[config.mk]
export PLATFORM = sky130hd
export DESIGN_NAME = link_frame_receiver_unit
export DESIGN_NICKNAME = d
export VERILOG_FILES = /design/src/design/lfr_pkg.sv /design/src/design/lfr_in_stage.sv /design/src/design/lfr_core.sv /design/src/design/lfr_out_stage.sv /design/src/design/link_frame_receiver_unit.sv
export VERILOG_INCLUDE_DIRS = /design/src /design/src/design
export SDC_FILE = /design/constraint.sdc
export NUM_CORES = 1
export LEC_CHECK = 0
export BUFFER_PORTS_ARGS = -buffer_cell sky130_fd_sc_hd__buf_4
export CAP_MARGIN = 30
export CELL_PAD_IN_SITES_DETAIL_PLACEMENT = 0
export CELL_PAD_IN_SITES_GLOBAL_PLACEMENT = 1
export CORE_UTILIZATION = 50
export DETAILED_ROUTE_END_ITERATION = 10
export PLACE_DENSITY = 0.85
export SYNTH_ARGS = -nofsm -noshare
export SYNTH_HDL_FRONTEND = slang
export SYNTH_HIERARCHICAL = 1
export SYNTH_SLANG_ARGS = --single-unit
[constraint.sdc]
create_clock -name i_clk -period 7.5 [get_ports i_clk]
set_input_delay 1.125 -clock i_clk [delete_from_list [all_inputs] [get_ports i_clk]]
set_output_delay 1.125 -clock i_clk [all_outputs]
set_load 0.01 [all_outputs]
[src/design/link_frame_receiver_unit_defines.svh]
// ----------------------------------------------------------------------------
// Link frame receiver assertion macros
// Shared property shorthands for the receiver's concurrent checks.
// ----------------------------------------------------------------------------
`ifndef LINK_FRAME_RECEIVER_UNIT_DEFINES_SVH
`define LINK_FRAME_RECEIVER_UNIT_DEFINES_SVH

// Same-cycle implication, disabled while reset is held.
`define LFR_ASSERT_NOW(label, clk, rst_n, ante, cons, msg) \
    label: assert property (@(posedge clk) disable iff (!(rst_n)) (ante) |-> (cons)) \
        else $error(msg);

// Next-cycle implication, disabled while reset is held.
`define LFR_ASSERT_NEXT(label, clk, rst_n, ante, cons, msg) \
    label: assert property (@(posedge clk) disable iff (!(rst_n)) (ante) |=> (cons)) \
        else $error(msg);

`endif

[src/design/lfr_pkg.sv]
// ----------------------------------------------------------------------------
// Link frame receiver package
// Types, codes and constants shared by the receiver modules.
// ----------------------------------------------------------------------------
package lfr_pkg;

    localparam int unsigned BYTE_W = 8;
    localparam int unsigned LEN_W  = 16;
    localparam int unsigned CFG_W  = 16;
    localparam int unsigned IDX_W  = 2;

    // Configuration register indexes.
    localparam logic [IDX_W-1:0] CFG_FLAG_BYTE   = 2'd0;
    localparam logic [IDX_W-1:0] CFG_ESCAPE_BYTE = 2'd1;
    localparam logic [IDX_W-1:0] CFG_STUFF_MASK  = 2'd2;
    localparam logic [IDX_W-1:0] CFG_MAX_RAW     = 2'd3;

    // Configuration reset values.
    localparam logic [BYTE_W-1:0] RST_FLAG_BYTE   = 8'h5C;
    localparam logic [BYTE_W-1:0] RST_ESCAPE_BYTE = 8'h5D;
    localparam logic [BYTE_W-1:0] RST_STUFF_MASK  = 8'h20;
    localparam logic [LEN_W-1:0]  RST_MAX_RAW     = 16'd2053;

    // Valid address bytes.
    localparam logic [BYTE_W-1:0] ADDR_CMD = 8'h01;
    localparam logic [BYTE_W-1:0] ADDR_RSP = 8'h03;

    // Control codes: supervisory frames.
    localparam logic [BYTE_W-1:0] CTL_SET  = 8'h03;
    localparam logic [BYTE_W-1:0] CTL_DISC = 8'h0B;
    localparam logic [BYTE_W-1:0] CTL_UA   = 8'h07;
    localparam logic [BYTE_W-1:0] CTL_RR0  = 8'h01;
    localparam logic [BYTE_W-1:0] CTL_RR1  = 8'h21;
    localparam logic [BYTE_W-1:0] CTL_REJ0 = 8'h05;
    localparam logic [BYTE_W-1:0] CTL_REJ1 = 8'h25;
    // Control codes: data frames.
    localparam logic [BYTE_W-1:0] CTL_I0   = 8'h00;
    localparam logic [BYTE_W-1:0] CTL_I1   = 8'h02;

    typedef enum logic [2:0] {
        ST_HUNT = 3'd0,
        ST_FLAG = 3'd1,
        ST_ADDR = 3'd2,
        ST_CTRL = 3'd3,
        ST_BODY = 3'd4
    } t_state;

    typedef enum logic [2:0] {
        KIND_PAYLOAD = 3'd0,
        KIND_SUPER   = 3'd1,
        KIND_GOOD    = 3'd2,
        KIND_CHECK   = 3'd3,
        KIND_ABORT   = 3'd4
    } t_kind;

    // One received byte held in the input stage.
    typedef struct packed {
        logic              valid;
        logic [BYTE_W-1:0] data;
    } t_in_beat;

    // One result beat handed to the output stage.
    typedef struct packed {
        t_kind             kind;
        logic [BYTE_W-1:0] payload;
        logic [BYTE_W-1:0] address;
        logic [BYTE_W-1:0] control;
        logic [LEN_W-1:0]  length;
    } t_result;

    function automatic logic is_data(input logic [BYTE_W-1:0] c);
        return (c == CTL_I0) || (c == CTL_I1);
    endfunction

    function automatic logic is_control(input logic [BYTE_W-1:0] c);
        return (c == CTL_SET) || (c == CTL_DISC) || (c == CTL_UA) || (c == CTL_RR0) ||
               (c == CTL_RR1) || (c == CTL_REJ0) || (c == CTL_REJ1) || is_data(c);
    endfunction

endpackage

[src/design/lfr_in_stage.sv]
// ----------------------------------------------------------------------------
// Link frame receiver input stage
// Registers one received byte and holds it until the core consumes it.
// ----------------------------------------------------------------------------
`include "link_frame_receiver_unit_defines.svh"

module lfr_in_stage (
    input  logic                        i_clk,
    input  logic                        i_rst_n,
    input  logic                        i_valid,
    input  logic [lfr_pkg::BYTE_W-1:0]  i_data,
    output logic                        o_stall,
    input  logic                        i_advance,
    output lfr_pkg::t_in_beat           o_beat
);

    logic                       r_valid;
    logic                       n_valid;
    logic [lfr_pkg::BYTE_W-1:0] r_data;
    logic                       accept;

    // The stage is free when empty or when the core takes its byte this cycle.
    assign o_stall = r_valid && !i_advance;
    assign accept  = i_valid && !o_stall;

    always_comb begin
        if (accept) begin
            n_valid = 1'b1;
        end else if (i_advance) begin
            n_valid = 1'b0;
        end else begin
            n_valid = r_valid;
        end
    end

    always_ff @(posedge i_clk) begin
        if (!i_rst_n) begin
            r_valid <= 1'b0;
        end else begin
            r_valid <= n_valid;
        end
    end

    always_ff @(posedge i_clk) begin
        if (accept) begin
            r_data <= i_data;
        end
    end

    assign o_beat.valid = r_valid;
    assign o_beat.data  = r_data;

    // Checks.
    `LFR_ASSERT_NOW(a_stall_only_when_full, i_clk, i_rst_n, o_stall, r_valid,
        "input stage stalls while empty")
    `LFR_ASSERT_NOW(a_advance_needs_byte, i_clk, i_rst_n, i_advance, r_valid,
        "core advanced without a held byte")

endmodule

[src/design/lfr_core.sv]
// ----------------------------------------------------------------------------
// Link frame receiver core
// Frame state machine, header check, de-stuffing, hold-back and frame report.
// ----------------------------------------------------------------------------
`include "link_frame_receiver_unit_defines.svh"

module lfr_core (
    input  logic                        i_clk,
    input  logic                        i_rst_n,
    input  logic                        i_cfg_we,
    input  logic [lfr_pkg::IDX_W-1:0]   i_cfg_index,
    input  logic [lfr_pkg::CFG_W-1:0]   i_cfg_data,
    input  lfr_pkg::t_in_beat           i_beat,
    input  logic                        i_out_ready,
    output logic                        o_advance,
    output logic                        o_push,
    output lfr_pkg::t_result            o_result
);

    // Configuration registers.
    logic [lfr_pkg::BYTE_W-1:0] r_flag_byte;
    logic [lfr_pkg::BYTE_W-1:0] r_escape_byte;
    logic [lfr_pkg::BYTE_W-1:0] r_stuff_mask;
    logic [lfr_pkg::LEN_W-1:0]  r_max_raw;

    // Frame state.
    lfr_pkg::t_state            r_state,   n_state;
    logic [lfr_pkg::BYTE_W-1:0] r_addr,    n_addr;
    logic [lfr_pkg::BYTE_W-1:0] r_ctrl,    n_ctrl;
    logic                       r_escape,  n_escape;
    logic [lfr_pkg::BYTE_W-1:0] r_held,    n_held;
    logic                       r_held_ok, n_held_ok;
    logic [lfr_pkg::BYTE_W-1:0] r_xor,     n_xor;
    logic [lfr_pkg::LEN_W-1:0]  r_raw,     n_raw;
    logic [lfr_pkg::LEN_W-1:0]  r_emitted, n_emitted;

    logic                       res_valid;
    lfr_pkg::t_kind             res_kind;
    logic [lfr_pkg::BYTE_W-1:0] res_payload;
    logic [lfr_pkg::BYTE_W-1:0] b;
    logic [lfr_pkg::BYTE_W-1:0] x;
    logic                       have_x;

    // A byte moves on only when the output stage could take a result.
    assign o_advance = i_beat.valid && i_out_ready;
    assign b         = i_beat.data;

    // Configuration writes.
    always_ff @(posedge i_clk) begin
        if (!i_rst_n) begin
            r_flag_byte   <= lfr_pkg::RST_FLAG_BYTE;
            r_escape_byte <= lfr_pkg::RST_ESCAPE_BYTE;
            r_stuff_mask  <= lfr_pkg::RST_STUFF_MASK;
            r_max_raw     <= lfr_pkg::RST_MAX_RAW;
        end else if (i_cfg_we) begin
            unique case (i_cfg_index)
                lfr_pkg::CFG_FLAG_BYTE:   r_flag_byte   <= i_cfg_data[lfr_pkg::BYTE_W-1:0];
                lfr_pkg::CFG_ESCAPE_BYTE: r_escape_byte <= i_cfg_data[lfr_pkg::BYTE_W-1:0];
                lfr_pkg::CFG_STUFF_MASK:  r_stuff_mask  <= i_cfg_data[lfr_pkg::BYTE_W-1:0];
                lfr_pkg::CFG_MAX_RAW:     r_max_raw     <= i_cfg_data[lfr_pkg::LEN_W-1:0];
            endcase
        end
    end

    // Next state and result for the byte at the head of the input stage.
    always_comb begin
        n_state     = r_state;
        n_addr      = r_addr;
        n_ctrl      = r_ctrl;
        n_escape    = r_escape;
        n_held      = r_held;
        n_held_ok   = r_held_ok;
        n_xor       = r_xor;
        n_raw       = r_raw;
        n_emitted   = r_emitted;
        res_valid   = 1'b0;
        res_kind    = lfr_pkg::KIND_PAYLOAD;
        res_payload = '0;
        x           = b;
        have_x      = 1'b0;

        unique case (r_state)
            lfr_pkg::ST_FLAG: begin
                if (b == lfr_pkg::ADDR_CMD || b == lfr_pkg::ADDR_RSP) begin
                    n_addr  = b;
                    n_state = lfr_pkg::ST_ADDR;
                end else if (b != r_flag_byte) begin
                    n_state = lfr_pkg::ST_HUNT;
                end
            end
            lfr_pkg::ST_ADDR: begin
                priority if (b == r_flag_byte) begin
                    n_state = lfr_pkg::ST_FLAG;
                end else if (lfr_pkg::is_control(b)) begin
                    n_ctrl  = b;
                    n_state = lfr_pkg::ST_CTRL;
                end else begin
                    n_state = lfr_pkg::ST_HUNT;
                end
            end
            lfr_pkg::ST_CTRL: begin
                // Header check byte first; a flag here restarts the header.
                priority if (b == (r_addr ^ r_ctrl)) begin
                    n_state   = lfr_pkg::ST_BODY;
                    n_escape  = 1'b0;
                    n_held    = '0;
                    n_held_ok = 1'b0;
                    n_xor     = '0;
                    n_raw     = '0;
                    n_emitted = '0;
                end else if (b == r_flag_byte) begin
                    n_state = lfr_pkg::ST_FLAG;
                end else begin
                    n_state = lfr_pkg::ST_HUNT;
                end
            end
            lfr_pkg::ST_BODY: begin
                priority if (b == r_flag_byte) begin
                    // Closing flag: report the frame.
                    n_state   = lfr_pkg::ST_HUNT;
                    res_valid = 1'b1;
                    if (!lfr_pkg::is_data(r_ctrl)) begin
                        res_kind = (r_raw == '0) ? lfr_pkg::KIND_SUPER : lfr_pkg::KIND_CHECK;
                    end else if (!r_held_ok || r_escape || r_held != r_xor) begin
                        res_kind = lfr_pkg::KIND_CHECK;
                    end else begin
                        res_kind = lfr_pkg::KIND_GOOD;
                    end
                end else if (r_raw >= r_max_raw) begin
                    n_state   = lfr_pkg::ST_HUNT;
                    res_valid = 1'b1;
                    res_kind  = lfr_pkg::KIND_ABORT;
                end else begin
                    n_raw = r_raw + 16'd1;
                    priority if (r_escape) begin
                        n_escape = 1'b0;
                        x        = b ^ r_stuff_mask;
                        have_x   = 1'b1;
                    end else if (b == r_escape_byte) begin
                        n_escape = 1'b1;
                    end else begin
                        have_x = 1'b1;
                    end
                    // Data frames hold each byte back by one.
                    if (have_x && lfr_pkg::is_data(r_ctrl)) begin
                        n_held    = x;
                        n_held_ok = 1'b1;
                        if (r_held_ok) begin
                            n_xor       = r_xor ^ r_held;
                            n_emitted   = r_emitted + 16'd1;
                            res_valid   = 1'b1;
                            res_kind    = lfr_pkg::KIND_PAYLOAD;
                            res_payload = r_held;
                        end
                    end
                end
            end
            default: begin
                n_state = (b == r_flag_byte) ? lfr_pkg::ST_FLAG : lfr_pkg::ST_HUNT;
            end
        endcase
    end

    // Frame state registers, updated once per consumed byte.
    always_ff @(posedge i_clk) begin
        if (!i_rst_n) begin
            r_state   <= lfr_pkg::ST_HUNT;
            r_addr    <= '0;
            r_ctrl    <= '0;
            r_escape  <= 1'b0;
            r_held    <= '0;
            r_held_ok <= 1'b0;
            r_xor     <= '0;
            r_raw     <= '0;
            r_emitted <= '0;
        end else if (o_advance) begin
            r_state   <= n_state;
            r_addr    <= n_addr;
            r_ctrl    <= n_ctrl;
            r_escape  <= n_escape;
            r_held    <= n_held;
            r_held_ok <= n_held_ok;
            r_xor     <= n_xor;
            r_raw     <= n_raw;
            r_emitted <= n_emitted;
        end
    end

    assign o_push           = o_advance && res_valid;
    assign o_result.kind    = res_kind;
    assign o_result.payload = res_payload;
    assign o_result.address = r_addr;
    assign o_result.control = r_ctrl;
    assign o_result.length  = n_emitted;

    // Checks.
    `LFR_ASSERT_NEXT(a_header_clears_frame, i_clk, i_rst_n,
        o_advance && r_state == lfr_pkg::ST_CTRL && b == (r_addr ^ r_ctrl),
        r_state == lfr_pkg::ST_BODY && r_raw == '0 && !r_held_ok && r_emitted == '0,
        "frame counters not cleared after a good header")
    `LFR_ASSERT_NOW(a_emitted_within_raw, i_clk, i_rst_n,
        r_state == lfr_pkg::ST_BODY, r_emitted <= r_raw,
        "more payload bytes emitted than raw bytes received")
    `LFR_ASSERT_NOW(a_payload_needs_held, i_clk, i_rst_n,
        o_push && o_result.kind == lfr_pkg::KIND_PAYLOAD,
        r_held_ok && r_state == lfr_pkg::ST_BODY,
        "payload beat without a held byte")

endmodule

[src/design/lfr_out_stage.sv]
// ----------------------------------------------------------------------------
// Link frame receiver output stage
// Result register that holds one beat until the receiver takes it.
// ----------------------------------------------------------------------------
`include "link_frame_receiver_unit_defines.svh"

module lfr_out_stage (
    input  logic              i_clk,
    input  logic              i_rst_n,
    input  logic              i_push,
    input  lfr_pkg::t_result  i_result,
    output logic              o_ready,
    output logic              o_valid,
    input  logic              i_stall,
    output lfr_pkg::t_result  o_result
);

    logic             r_valid;
    logic             n_valid;
    lfr_pkg::t_result r_result;

    // Room for a new beat when empty or when the held beat leaves now.
    assign o_ready = !r_valid || !i_stall;

    always_comb begin
        if (i_push) begin
            n_valid = 1'b1;
        end else begin
            n_valid = r_valid && i_stall;
        end
    end

    always_ff @(posedge i_clk) begin
        if (!i_rst_n) begin
            r_valid <= 1'b0;
        end else begin
            r_valid <= n_valid;
        end
    end

    always_ff @(posedge i_clk) begin
        if (i_push) begin
            r_result <= i_result;
        end
    end

    assign o_valid  = r_valid;
    assign o_result = r_result;

    // Checks.
    `LFR_ASSERT_NOW(a_no_overwrite, i_clk, i_rst_n, i_push, o_ready,
        "result pushed over a beat that is still waiting")

endmodule

[src/design/link_frame_receiver_unit.sv]
// ----------------------------------------------------------------------------
// Link frame receiver unit
// Byte-stuffed frame receiver: flag hunt, header check, de-stuffing, report.
// ----------------------------------------------------------------------------
// The receiver takes one line byte per clock cycle for as long as the result
// side does not stall. Its result for a byte, if any, is registered: the
// byte is held in the input register while the core works on it, and the
// result is then written to the result register. The core computes the
// whole per-byte update of the frame state machine combinationally from the
// held byte. Payload bytes of a data frame come out one byte late, since the
// last de-stuffed byte before the closing flag is the frame's XOR check; the
// closing flag yields one frame report and an overlong body one abort
// report. Configuration registers may be written only while no byte is in
// flight.
// ----------------------------------------------------------------------------
module link_frame_receiver_unit (
    input  logic                        i_clk,
    input  logic                        i_rst_n,
    // Configuration write port.
    input  logic                        i_cfg_we,
    input  logic [lfr_pkg::IDX_W-1:0]   i_cfg_index,
    input  logic [lfr_pkg::CFG_W-1:0]   i_cfg_data,
    // Received byte channel.
    input  logic                        i_in_valid,
    output logic                        o_in_stall,
    input  logic [lfr_pkg::BYTE_W-1:0]  i_rx_byte,
    // Result channel.
    output logic                        o_out_valid,
    input  logic                        i_out_stall,
    output logic [2:0]                  o_kind,
    output logic [lfr_pkg::BYTE_W-1:0]  o_payload,
    output logic [lfr_pkg::BYTE_W-1:0]  o_address,
    output logic [lfr_pkg::BYTE_W-1:0]  o_control,
    output logic [lfr_pkg::LEN_W-1:0]   o_length
);

    lfr_pkg::t_in_beat in_beat;
    lfr_pkg::t_result  core_result;
    lfr_pkg::t_result  out_result;
    logic              advance;
    logic              push;
    logic              out_ready;

    // Input register.
    lfr_in_stage u_in_stage (
        .i_clk     (i_clk),
        .i_rst_n   (i_rst_n),
        .i_valid   (i_in_valid),
        .i_data    (i_rx_byte),
        .o_stall   (o_in_stall),
        .i_advance (advance),
        .o_beat    (in_beat)
    );

    // Frame logic.
    lfr_core u_core (
        .i_clk       (i_clk),
        .i_rst_n     (i_rst_n),
        .i_cfg_we    (i_cfg_we),
        .i_cfg_index (i_cfg_index),
        .i_cfg_data  (i_cfg_data),
        .i_beat      (in_beat),
        .i_out_ready (out_ready),
        .o_advance   (advance),
        .o_push      (push),
        .o_result    (core_result)
    );

    // Result register.
    lfr_out_stage u_out_stage (
        .i_clk    (i_clk),
        .i_rst_n  (i_rst_n),
        .i_push   (push),
        .i_result (core_result),
        .o_ready  (out_ready),
        .o_valid  (o_out_valid),
        .i_stall  (i_out_stall),
        .o_result (out_result)
    );

    assign o_kind    = out_result.kind;
    assign o_payload = out_result.payload;
    assign o_address = out_result.address;
    assign o_control = out_result.control;
    assign o_length  = out_result.length;

endmodule

# Word level (Yosys, flattened, before mapping)
# Cells that the tools add are included.
[word_totals]
elab_cells = 158
output_inout_bits = 45
reg_bits = 162
input_bits = 31
[classes]
bitwise = 7
eq_ne = 28
n_mux = 58
reduce_logical = 41
addsub = 2
order_cmp = 1
[ops]
columns = ["op", "count"]
rows = [
  ["$mux W16", 8],
  ["$mux W8", 9],
  ["$pmux W16 S2", 2],
  ["$add A16 B1 Y16 const B", 2],
  ["$pmux W8 S2", 2],
  ["$mux W3", 9],
  ["$eq A8 B2 Y1 const B", 3],
  ["$eq A8 B8 Y1", 3],
  ["$xor A8 B8 Y8", 3],
  ["$mux W1", 23],
  ["$eq A8 B3 Y1 const B", 2],
  ["$eq A8 B6 Y1 const B", 2],
  ["$ge A16 B16 Y1", 1],
  ["$logic_not A16 Y1", 1],
  ["$logic_not A8 Y1", 2],
  ["$ne A8 B8 Y1", 2],
  ["$logic_or A1 B1 Y1", 13],
  ["$pmux W3 S4", 1],
  ["$eq A8 B1 Y1 const B", 1],
  ["$eq A8 B4 Y1 const B", 1],
  ["$reduce_and A2 Y1", 4],
  ["$reduce_and A7 Y1", 1],
  ["$eq A3 B2 Y1 const B", 2],
  ["$logic_and A1 B1 Y1", 6],
  ["other kinds (18)", 34],
]

# Logic depth before layout (Yosys ltp)
# Gate-level depths: netlist of run 1.
[depth]
depth_word = 13
ltp_mapped = 12

# Cells and area by module
# The synthesis of run 1 kept the hierarchy.
[by_module_without_submodules]
columns = ["module", "seq_area_each_um2", "cells_each", "area_each_um2", "n_inst"]
rows = [
  ["lfr_core", 2182.1, 750, 6149.6, 1],
  ["lfr_out_stage", 1311.3, 47, 1326.3, 1],
  ["lfr_in_stage", 260.2, 13, 295.3, 1],
]

# Worst setup path after synthesis of run 1
# No wires, ideal clock.
[synth_path]
path_kind = "register -> register"
startpoint = "reg u_core/r_max_raw[15] (netlist name)"
endpoint = "reg u_out_stage.r_result (netlist bit u_out_stage/o_result[0]) (enable)"
stages_incl_launch_ff = 9
setup_ns = 0.459
path_buffers = 1
t_arrival_ns = 4.059
synth_period_minus_slack_ns = 4.519
required_ns = 7.041
setup_slack_ns = 2.981
cell_sequence = "dfxtp_1 inv_1 ha_1 nand4_1 or3_1 a311oi_4 nor4bb_1 buf_4 a21oi_1"
[synth_between]
elab_chain_len = 5
[synth_lines]
columns = ["element", "line_no", "rtl"]
rows = [
  ["start, declared", "lfr_core.sv:24", "logic [lfr_pkg::LEN_W-1:0] r_max_raw;"],
  ["start signal, assigned", "lfr_core.sv:54", "r_max_raw <= lfr_pkg::RST_MAX_RAW;"],
  ["start signal, assigned", "lfr_core.sv:60", "lfr_pkg::CFG_MAX_RAW: r_max_raw <= i_cfg_data[lfr_pkg::LEN_W-1:0];"],
  ["$ge A16 B16 Y1", "lfr_core.sv:129", "end else if (r_raw >= r_max_raw) begin"],
  ["$mux W1", "lfr_core.sv:129", ""],
  ["$mux W1", "lfr_core.sv:118", "priority if (b == r_flag_byte) begin"],
  ["$mux W1", "lfr_core.sv:82", "unique case (r_state)"],
  ["$logic_and A1 B1 Y1", "lfr_core.sv:189", "assign o_push = o_advance && res_valid;"],
  ["via push", "link_frame_receiver_unit.sv:41", "logic push;"],
  ["end signal, assigned", "lfr_out_stage.sv:43", "r_result <= i_result;"],
  ["end, declared", "lfr_out_stage.sv:20", "lfr_pkg::t_result r_result;"],
]
# The timed path passes the listed nets, and every way through them passes these cells.
# A chain may end at the register's enable or synchronous reset.

# Worst setup path after layout of run 1
[layout_path]
startpoint = "reg u_core/r_max_raw[15] (netlist name)"
endpoint = "reg u_out_stage.r_result (netlist bit u_out_stage/o_result[38]) (enable)"
# Same word-level chain as after synthesis.

==> results.txt, run 1 <==
The flow ran to the end, but the final reports show violations. The checks that failed: DRC. The source of the worst register-to-register timing path is u_core/r_max_raw[15]. The number of antenna violations at the first check in global routing was 0. The post-synthesis sequential area ratio came out at 48.3%. The Yosys step of the flow raised 6 warnings. Post-CTS timing repair inserted 0 buffers for setup.

The combinational family with the most area after synthesis is simple AND/OR/NAND/NOR gates. After detailed routing, the average wire length per cell comes to 17.9 um. The final cell count without fillers is 1062. The via count of the first global-routing pass came out at 5870. The number of buffers added on ports is 75.

The synthesized-area fraction occupied by ao, oa, aoi and oai cells is 15.3%. Summing all placed instances gives a cell area of 8400 sq um. For this run, design rule violations remaining after detail routing come to 1. The cell chosen for the clock root is sky130_fd_sc_hd__clkbuf_16. The largest fanout of any net on the critical path came out at 25.

The adder and majority cell fraction of the synthesized area is 3.06%. In the final design database the tool counted 911 nets. Using the TritonRoute via totals, the vias-per-cell ratio works out to 5.92. The startpoint identified for the worst hold timing path is u_core/r_max_raw[9]. The TritonCTS buffer count came out at 17. The synthesized-area fraction occupied by xor and xnor cells came out at 5.25%. The number of antenna diodes in the final layout is 0. The detailed placement HPWL came out at 13300 um. The number of standard-cell rows in the floorplan is 45.

The area growth from synthesis to final layout came out at 15.2%. The setup TNS came out at 0 ps. The number of antenna-violating nets in the routed design came out at 0. The post-cts sizing count came out at 0. IR analysis of the VDD net gives a maximum drop of 0.164 mV. The DRC marker count from the first detailed-route iteration is 440. The number of pins with negative max-slew slack in the final report is 0. The average instance area after synthesis came out at 9.59 sq um. The number of placed cells counting well taps came out at 1030. The total power consumption of the routed design is 1.83 mW. The data arrival time of the critical path came out at 3530 ps.

The power density over cell area came out at 204 nW/um^2. For this run, the top clock speed supported by timing is 0.291 GHz. The setup clock skew after layout came out at 11.3 ps.

The post-layout utilization of the core came out at 58.9%. Detailed routing inserted a total of 6287 vias. For this configuration, the core starts out at a cell density of 51.1%. The CTS tree is done.

The die boundary height is 127 um. The area share of the largest cell type after synthesis came out at 28.6%. The cell leakage power came out at 3.26 nW. The post-synthesis register bit count is 162. Setup repair after global routing left no endpoint under its margin. Hold is met by 455 ps.

Counting flops with an async set or reset pin after synthesis yields a share of 0%. The first TritonRoute pass finished after 8 iterations. The core box area is 15200 sq um. The total count of hold-check failures in the final report is 0. STA classifies the critical path endpoint as a flip-flop. CTS built an H-tree with a depth of 4. The overall fraction of global-route tracks in use is 24.4%. The ratio of cells with drive above 1 in the final layout is 15.2%. The most used flip-flop cell after synthesis is sky130_fd_sc_hd__dfxtp_1. Entering global routing, the biggest net connects 48 pins. The final RePlAce weighted congestion came out at 0.821. The floorplan step set the die width to 127 um. The number of enable flip-flop cells after synthesis is 51. The biggest area consumer among synthesized cells is sky130_fd_sc_hd__dfxtp_1. The number of sinks on the clock net is 162.

In this run the worst hold path is classified as reg -> reg. For the pin with the worst max-slew slack, the measured transition is 1030 ps. The routed wire length came out at 19000 um.

Synthesis produced 810 cells. Once layout is done, the placed cells without fillers occupy 8950 sq um. The portion of netlist area occupied by mux cells is 2.06%. The first-pass GRT wire length is 30300 um. STA classifies the critical path startpoint as a flip-flop. The pre-CTS worst setup slack is 4050 ps. The clock latency on the worst-skew pair is 430 ps. The count of boundary I/O pins is 76. After layout, the worst path uses 45.8% of the clock period. The post-synthesis instance area is 7770 sq um.

The launching element of the worst setup path is u_core/r_max_raw[15]. The final critical-path required period is 3440 ps. Setup violations remaining at the end of the flow were counted as 0. The critical path is of the reg -> reg type.

The overall die area is 16000 sq um. Buffers inserted to repair hold after CTS numbered 0. The number of nets in the synthesized netlist is 860. After clock tree synthesis, the clock-pin slew on the worst setup and hold paths is 60 ps. The count of cell types in the netlist is 60. The worst relative slew slack came out at 31.0%. The final critical-path setup slack is 4060 ps. STA puts the critical path data required time at 7600 ps.

Summing the areas of all and, or, nand and nor instances in the mapped netlist gives 21.8% of the synthesized area. The global-route congestion overflow total is 0. The number of maximum-capacitance constraint violations came out at 0. Ranked by total cell area, the synthesized netlist is headed by sky130_fd_sc_hd__dfxtp_1 29%, sky130_fd_sc_hd__edfxtp_1 20%, sky130_fd_sc_hd__nand2_1 5.2%. The maximum root-to-sink buffer count came out at 2.
-- placed cells by master, fill, tap and decap left out, types with 4 or more instances in the layout --
cell type                    instances
sky130_fd_sc_hd__dfxtp_1           111
sky130_fd_sc_hd__nand2_1           108
sky130_fd_sc_hd__buf_4              79
sky130_fd_sc_hd__a21oi_1            72
sky130_fd_sc_hd__edfxtp_1           51
sky130_fd_sc_hd__o21ai_0            35
sky130_fd_sc_hd__nor2_1             32
sky130_fd_sc_hd__inv_1              30
sky130_fd_sc_hd__nand3_1            29
sky130_fd_sc_hd__o31ai_1            22
sky130_fd_sc_hd__nand2b_1           22
sky130_fd_sc_hd__and3_1             20
sky130_fd_sc_hd__ha_1               19
sky130_fd_sc_hd__clkbuf_16          17
sky130_fd_sc_hd__xor2_1             17
sky130_fd_sc_hd__mux2i_1            16
sky130_fd_sc_hd__and2_1             14
sky130_fd_sc_hd__nand4_1            13
sky130_fd_sc_hd__or3_1              12
sky130_fd_sc_hd__or4_1              12
sky130_fd_sc_hd__nor4_1             12
sky130_fd_sc_hd__a21o_1             10
sky130_fd_sc_hd__a31oi_1            10
sky130_fd_sc_hd__xnor2_1             9
sky130_fd_sc_hd__xnor3_1             8
sky130_fd_sc_hd__a31o_2              8
sky130_fd_sc_hd__a211oi_1            8
sky130_fd_sc_hd__and4_1              7
sky130_fd_sc_hd__or2_2               6
sky130_fd_sc_hd__nor3b_1             5
sky130_fd_sc_hd__inv_6               4
sky130_fd_sc_hd__clkinvlp_4          4
sky130_fd_sc_hd__nand3b_1            4
sky130_fd_sc_hd__nor3_1              4
-- area by class of cell --
class | count | area (sq um)
inverter | 30 | 113
clock buffer | 17 | 425
clock inverter | 15 | 131
multi-input combinational | 571 | 3700
timing repair buffer | 79 | 593
sequential | 162 | 3750
fill | 1320 | 6250
tap | 188 | 235
-- power breakdown --
group / leakage, nW / total (mW) / switching (mW) / internal, mW
clock: 0.261 / 0.827 / 0.369 / 0.459
combinational: 1.71 / 0.0771 / 0.0433 / 0.0338
sequential: 1.29 / 0.924 / 0.0135 / 0.911
-- worst max-delay path, cell delays in order (launching register included) --
cell,delay (ps)
sky130_fd_sc_hd__dfxtp_1,330
sky130_fd_sc_hd__inv_1,50
sky130_fd_sc_hd__ha_1,330
sky130_fd_sc_hd__nand4_1,190
sky130_fd_sc_hd__or3_1,480
sky130_fd_sc_hd__a311oi_4,420
sky130_fd_sc_hd__nor4bb_1,110
sky130_fd_sc_hd__buf_4,190
sky130_fd_sc_hd__a21oi_4,540
sky130_fd_sc_hd__buf_4,440
-- state kept, by name, indices dropped and copies added, names as in the netlist, 3 cells and up --
register / flops
u_core/r_raw: 16
u_core/r_emitted: 16
u_core/r_flag_byte: 8
u_core/r_stuff_mask: 8
u_out_stage/o_result: 43
u_core/r_held: 8
u_core/r_state: 3
u_core/r_escape_byte: 8
u_in_stage/r_data: 8
u_core/r_max_raw: 16
u_core/r_ctrl: 8
u_core/r_addr: 8
u_core/r_xor: 8
-- metal layers --
metal | wire (um) | up-vias | global-route usage (%)
li1 | - | 3031 | -
met1 | 8380 | 2994 | 32.2
met2 | 9070 | 230 | 39.6
met3 | 1090 | 32 | 4.89
met4 | 417 | 0 | 9.59
met5 | 0 | - | 0
-- worst paths after layout --
path,endpoint,slack [ps],cells past startpoint
setup / recovery,u_out_stage/o_result[38],4060,9
hold / removal,u_core/r_max_raw[9],450,2
setup reg to reg,u_out_stage/o_result[38],4060,9
hold reg to reg,u_core/r_max_raw[9],450,2
-- kinds of logic (layout without fill, tap and decap cells) --
group                      after synthesis  in the layout
adders and majority gates               19             19
AOI/OAI and AO/OA                      187            187
buffers and inverters                   77            141
xor gates and xnor gates                34             34
and+or+nand+nor                        315            315
DFF                                    162            162
muxes                                   16             16
-- cells in the mapped netlist (3+ instances only) --
master,number
sky130_fd_sc_hd__a31oi_1,10
sky130_fd_sc_hd__nor3_1,4
sky130_fd_sc_hd__xnor3_1,8
sky130_fd_sc_hd__nand4_1,13
sky130_fd_sc_hd__clkbuf_1,25
sky130_fd_sc_hd__buf_1,5
sky130_fd_sc_hd__nor3b_1,5
sky130_fd_sc_hd__o22ai_1,3
sky130_fd_sc_hd__and4_1,7
sky130_fd_sc_hd__a211oi_1,8
sky130_fd_sc_hd__or3_1,12
sky130_fd_sc_hd__a31o_2,8
sky130_fd_sc_hd__inv_1,30
sky130_fd_sc_hd__nand3_1,29
sky130_fd_sc_hd__nor2b_1,3
sky130_fd_sc_hd__nor4_1,12
sky130_fd_sc_hd__xor2_1,17
sky130_fd_sc_hd__dfxtp_1,111
sky130_fd_sc_hd__o31ai_1,22
sky130_fd_sc_hd__o21ai_0,35
sky130_fd_sc_hd__a21oi_1,73
sky130_fd_sc_hd__nand2_1,108
sky130_fd_sc_hd__or4_1,12
sky130_fd_sc_hd__a21o_1,10
sky130_fd_sc_hd__o211ai_1,3
sky130_fd_sc_hd__and2_1,14
sky130_fd_sc_hd__nand3b_1,4
sky130_fd_sc_hd__buf_4,4
sky130_fd_sc_hd__buf_2,12
sky130_fd_sc_hd__or2_2,6
sky130_fd_sc_hd__nand2b_1,22
sky130_fd_sc_hd__and3_1,20
sky130_fd_sc_hd__ha_1,19
sky130_fd_sc_hd__xnor2_1,9
sky130_fd_sc_hd__nor2_1,32
sky130_fd_sc_hd__edfxtp_1,51
sky130_fd_sc_hd__mux2i_1,16
Note: power is estimated with default switching activity, not from simulation.
==> inputs of run 2 (changes only) <==
--- a/config.mk
+++ b/config.mk
@@ -10,9 +10,9 @@
 export CAP_MARGIN = 30
 export CELL_PAD_IN_SITES_DETAIL_PLACEMENT = 0
 export CELL_PAD_IN_SITES_GLOBAL_PLACEMENT = 1
-export CORE_UTILIZATION = 50
+export CORE_UTILIZATION = 46
 export DETAILED_ROUTE_END_ITERATION = 10
-export PLACE_DENSITY = 0.85
+export PLACE_DENSITY = 0.79
 export SYNTH_ARGS = -nofsm -noshare
 export SYNTH_HDL_FRONTEND = slang
 export SYNTH_HIERARCHICAL = 1
==> constraint.sdc (replaced) <==
create_clock -name i_clk -period 3.5 [get_ports i_clk]
set_input_delay 0.525 -clock i_clk [delete_from_list [all_inputs] [get_ports i_clk]]
set_output_delay 0.525 -clock i_clk [all_outputs]
set_load 0.01 [all_outputs]
==> results.txt, run 2 (synthesis gave the netlist of run 1 again) <==
The global-route congestion overflow total came out at 0. The area growth from synthesis to final layout came out at 17.5%. Pin placement for this block handled 76 I/O pins. In the layout the commonest cells are 111 x sky130_fd_sc_hd__dfxtp_1, 108 x sky130_fd_sc_hd__nand2_1, 91 x sky130_fd_sc_hd__buf_4.

The data required time of the worst path came out at 3810 ps. Clock skew on the completed layout was measured at 10.6 ps. The number of antenna-violating nets in the routed design is 0. Clock-pin slew was measured on the worst setup and hold paths at 70 ps. The flip-flop count of the largest register after layout came out at 43. After layout, the worst setup slack is 479 ps. The worst setup path is captured at a flip-flop.

The total setup violations reported at the end of the flow came out at 0. The post-cts sizing count is 0. The number of filler instances in the final layout is 1478. The worst relative slew slack is 34.1%. The worst hold slack came out at 269 ps. The pre-CTS worst setup slack came out at 480 ps. Entering global routing, the biggest net connects 47 pins. The number of antenna diodes in the final layout is 0.

The total count of hold-check failures in the final report came out at 0. The number of buffers inserted by post-CTS setup repair came out at 0. The first-pass GRT wire length is 30000 um. In this run the deepest clock path goes through 2 buffers. The power density over cell area came out at 437 nW/um^2.

The root buffer cell chosen for the clock tree is sky130_fd_sc_hd__clkbuf_16. The number of maximum-capacitance constraint violations is 0. In this run, the number of DRC markers left after iteration 0 of detailed routing was 412. The final RePlAce weighted congestion came out at 0.828. The detailed placement HPWL came out at 13400 um.

Setup repair after global routing left no endpoint under its margin. The number of standard-cell rows in the floorplan is 47. The setup path with the least slack is of type reg -> reg.

The via count of the first global-routing pass is 5804. The data arrival time of the critical path is 3330 ps. The post-layout utilization of the core is 55.3%. The ratio of cells with drive above 1 in the final layout is 16.7%. For this configuration, the core starts out at a cell density of 47.0%. The number of sinks on the clock net came out at 162.

The core box area is 16500 sq um. The setup TNS is 0 ps. After detailed routing, the number of vias per cell comes to 5.67.

The routed wire length came out at 18700 um. Leaving out fill and tap cells, the most frequent cell in the layout is sky130_fd_sc_hd__dfxtp_1. The die boundary height is 132 um. The overall die area came out at 17400 sq um.

The placement-stage cell area came out at 8550 sq um. The worst-case IR drop observed on VDD is 0.334 mV. STA classifies the critical path startpoint as a flip-flop. The overall fraction of global-route tracks in use came out at 22.1%. The TritonCTS buffer count came out at 17. Dividing the detail-routed wire length by the instance count gives 16.9 um. At the pin with the least slew margin, the transition time is 984 ps. For the worst-skew pair, the clock arrives at the later sink with an insertion delay of 430 ps. Counting I/O delays and the setup requirement, the final critical path takes 3020 ps. After layout, the worst path uses 86.3% of the clock period.

The tightest min-delay check is of the in -> reg type. The DRC violation count after routing is 0. The final net count came out at 924. TritonCTS built the clock tree.

In this run the static leakage power is 3.35 nW. The number of pins with negative max-slew slack in the final report was 0. Timing would allow up to 0.331 GHz. The flow ran to the end, and the final reports show no timing, DRC or antenna violations. The post-cts hold buffer count is 0.

The count of buffers added on input and output ports is 75. The finished layout cell area came out at 9140 sq um. The number of antenna violations at the first check in global routing is 0. The H-tree generated during clock tree synthesis spans 4 levels. The number of detailed-routing iterations run before antenna repair came out at 5.

The horizontal die dimension is 132 um. Of all nets on the critical path, the largest fanout is 41. The routed layout has 6272 vias.
-- run 2: per-stage QoR --
stage	std cells	power (mW)
3_3_place_gp	1075	2.19
6_report	1107	4.00
3_5_place_dp	1075	2.19
4_1_cts	1107	4.03
5_1_grt	1107	4.14
2_1_floorplan	810	2.12
-- run 2: metal layers --
metal | share of wire, % | global-route usage (%) | up-vias
li1 | - | - | 3072
met1 | 46 | 29.9 | 3000
met2 | 48 | 35.3 | 178
met3 | 4.8 | 3.84 | 22
met4 | 1.5 | 8.27 | 0
met5 | 0 | 0 | -
-- run 2: final timing paths --
path	from	endpoint	slack, ps	cells past startpoint
max	u_core/r_max_raw[13]	u_core/r_held[5]	480	11
min	i_rx_byte[6]	u_in_stage/r_data[6]	270	1
max reg2reg	u_core/r_max_raw[13]	u_core/r_held[5]	480	11
min reg2reg	u_core/r_max_raw[1]	u_core/r_max_raw[1]	460	2
-- run 2: cell type report --
| class | count | area (sq um) | share of cell area, % |
|---|---|---|---|
| Clock inverter | 15 | 163 | 1.78 |
| Sequential cell | 162 | 3750 | 41.1 |
| Timing Repair Buffer | 92 | 703 | 7.70 |
| Clock buffer | 17 | 425 | 4.66 |
| Tap cell | 220 | 275 | 3.01 |
| Multi-Input combinational cell | 571 | 3700 | 40.5 |
| Inverter | 30 | 113 | 1.23 |
-- run 2: worst max-delay path, stage by stage, from the launching register on --
cell                        delay (ps)
sky130_fd_sc_hd__dfxtp_1           340
sky130_fd_sc_hd__inv_1              50
sky130_fd_sc_hd__ha_1              310
sky130_fd_sc_hd__a21o_1            180
sky130_fd_sc_hd__a21o_1            190
sky130_fd_sc_hd__a2111oi_4         450
sky130_fd_sc_hd__nor4bb_1          270
sky130_fd_sc_hd__buf_4             220
sky130_fd_sc_hd__a21boi_4           70
sky130_fd_sc_hd__buf_12            180
sky130_fd_sc_hd__or2_2             390
sky130_fd_sc_hd__a31o_2            260
-- run 2: report_power, final --
part | internal, mW | switching (mW)
Clock | 1.02 | 0.832
Combinational | 0.0747 | 0.0969
Sequential | 1.95 | 0.0264
Total | 3.04 | 0.956
==> inputs of run 3 (changes only) <==
--- a/config.mk
+++ b/config.mk
@@ -10,9 +10,10 @@
 export CAP_MARGIN = 30
 export CELL_PAD_IN_SITES_DETAIL_PLACEMENT = 0
 export CELL_PAD_IN_SITES_GLOBAL_PLACEMENT = 1
-export CORE_UTILIZATION = 46
+export CORE_UTILIZATION = 48
+export CTS_BUF_LIST = sky130_fd_sc_hd__clkbuf_8
 export DETAILED_ROUTE_END_ITERATION = 10
-export PLACE_DENSITY = 0.79
+export PLACE_DENSITY = 0.82
 export SYNTH_ARGS = -nofsm -noshare
 export SYNTH_HDL_FRONTEND = slang
 export SYNTH_HIERARCHICAL = 1
==> results.txt, run 3 (synthesis gave the netlist of run 1 again) <==
After detailed routing, the number of remaining DRC violations is 0. The total setup violations reported at the end of the flow came out at 0. The maximum root-to-sink buffer count is 2. The global-route congestion overflow total came out at 0. The part of the power in the clock network came out at 40.2%. The reg2reg setup slack is 270 ps.

The number of buffers and inverters on the critical path came out at 2. Post-CTS timing repair inserted 0 buffers for setup. The first detailed-routing pass took 5 iterations. The starting density of the core is 49.1%. The cell internal power dissipation is 2.74 mW. The number of filler instances in the final layout came out at 1427. The class of the worst hold path is in -> reg. The total power consumption of the routed design is 3.59 mW. The CTS tree is done. The count of boundary I/O pins came out at 76. The number of pins with negative max-slew slack in the final report came to 0. The first-pass GRT wire length is 30400 um. The sequential share of power came out at 55.0%. The H-tree depth is 4. Entering global routing, the biggest net connects 47 pins. The number of sinks on the clock net came out at 162. Subtracting the final worst setup slack from the clock period gives 3230 ps. The number of buffers added on ports is 75. In this run, the number of DRC markers left after iteration 0 of detailed routing was 427.

The peak supply drop came out at 0.363 mV. The overall fraction of global-route tracks in use came out at 23.7%. The global routing usage on met2 is 38.8%.

The worst flop-to-flop path endpoint is u_core/r_held[1]. The maximum frequency from static timing analysis came out at 0.310 GHz. The classification of the worst setup path is reg -> reg. The cell count of the worst reg-to-reg path is 10. For the pin with the worst max-slew slack, the measured transition is 797 ps. After clock tree synthesis, the clock-pin slew on the worst setup and hold paths is 90 ps. The worst stage delay on the critical path came out at 540 ps.

The critical path depth came out at 10. The number of standard-cell rows in the floorplan is 46. The most critical setup path has its startpoint at u_core/r_raw[13]. The total vias in the final route is 6242.

The horizontal die dimension came out at 129 um. Of the total power, combinational logic draws 4.8%. For the final routed database, the setup TNS stands at 0 ps. Broken down by cell family, the worst path's largest delay share belongs to compound AO/OA/AOI/OAI gates.

The worst register-to-register path begins at u_core/r_raw[13]. The power density over cell area came out at 400 nW/um^2. The worst setup path is launched from a flip-flop. The overall die area is 16700 sq um. The switching power share of the total came out at 23.6%. The flow ran to the end, and the final reports show no timing, DRC or antenna violations.

In this run the worst path has a maximum fanout of 35. The final layout contains routed wiring with a total length of 19100 um. Between clock sinks in the finished design, the worst skew comes to 19.7 ps. The area growth from synthesis to final layout came out at 15.5%. Max-cap violations in this run came to 0. Setup repair after global routing left no endpoint under its margin.

The worst relative slew slack is 46.7%. The tree is rooted in a sky130_fd_sc_hd__clkbuf_8. The worst path uses 92.3% of the clock period. The post-cts hold buffer count is 0. The most critical setup path has its endpoint at u_core/r_held[1]. For met1 alone, demand over resource in global routing was 31.5%. The via count of the first global-routing pass came out at 5949. The number of antenna violations at the first check in global routing came out at 0. The detailed placement HPWL came out at 13600 um. The number of antenna-violating nets in the routed design came out at 0. The average wire per cell in the routed design came out at 17.2 um.

met2 is the most crowded layer. The register with the most flip-flops in the layout has 43 of them. The data arrival time of the critical path is 3620 ps. The total area inside the core boundary comes to 15800 sq um. The post-cts sizing count is 0. In the layout the commonest cells are 111 x sky130_fd_sc_hd__dfxtp_1, 108 x sky130_fd_sc_hd__nand2_1, 96 x sky130_fd_sc_hd__buf_4.

The slowest stage of the critical path belongs to the cell sky130_fd_sc_hd__nor4bb_1. The total count of hold-check failures in the final report is 0. Traced cell by cell, the critical path runs through ha_1 -> a21o_1 -> a21o_1 -> a2111oi_4 -> nor4bb_1 -> a21boi_4 -> buf_4 -> buf_4 -> nor4_1 -> a31o_2. The final RePlAce weighted congestion is 0.835. TritonCTS created 17 clock buffers.

The worst setup path is captured at a flip-flop. The commonest non-fill, non-tap cell in the layout is sky130_fd_sc_hd__dfxtp_1. The ratio of routed vias to standard cells came out at 5.64. The data required time of the worst path is 3890 ps. The die boundary height is 129 um. The final net count is 928. The switching power is 849 uW.

The number of diodes came out at 0. At the later pin of the worst-skew pair, clock insertion delay measures 450 ps. The ratio of cells with drive above 1 in the final layout came out at 16.9%.

The cell leakage power came out at 3.29 nW. Global routing consumed, on the met3 layer, 4.58% of the routing resources.
-- run 3: per-stage QoR --
stage	util [%]	hold WS (ps)	std cells	worst slack, ps	area, sq um
3_5_place_dp	54.1	450	1075	305	8560
2_1_floorplan	-	431	810	412	7780
3_3_place_gp	54.1	447	1075	355	8560
5_1_grt	56.7	206	1107	66.7	8980
6_report	56.7	243	1107	271	8980
4_1_cts	56.7	221	1107	248	8980
-- run 3: how the worst min path moves through the flow --
stage	end	startpoint	cells past startpoint	slack [ps]
after global placement	u_core/r_stuff_mask[7]	u_core/r_stuff_mask[7]	2	450
after global routing	u_in_stage/r_data[1]	i_rx_byte[1]	1	210
after CTS	u_in_stage/r_data[3]	i_rx_byte[3]	1	220
after detailed placement	u_core/r_max_raw[13]	u_core/r_max_raw[13]	2	450
final	u_in_stage/r_data[5]	i_rx_byte[5]	1	240
after floorplan	u_out_stage/o_result[17]	u_core/r_ctrl[1]	0	430
-- run 3: cell type report --
cell class                      count  area (sq um)  area share [%]
Tap cell                          216           270            3.01
Multi-Input combinational cell    571          3700            41.2
Inverter                           30           113            1.25
Timing Repair Buffer               96           721            8.03
Clock inverter                     15           183            2.04
Sequential cell                   162          3750            41.8
Clock buffer                       17           234            2.61
-- run 3: routing by layer --
metal,routed length (um),share of wire [%]
met1,8920,47
met2,9030,47
met3,823,4.3
met4,297,1.6
met5,0,0
-- run 3: power by group through the flow --
stage	clock network [mW]	registers [mW]	logic, mW
floorplan	0	2.00	0.119
global placement	0	2.02	0.167
detailed placement	0	2.02	0.171
CTS	1.46	1.98	0.172
global route	1.55	1.98	0.189
finish	1.44	1.98	0.172
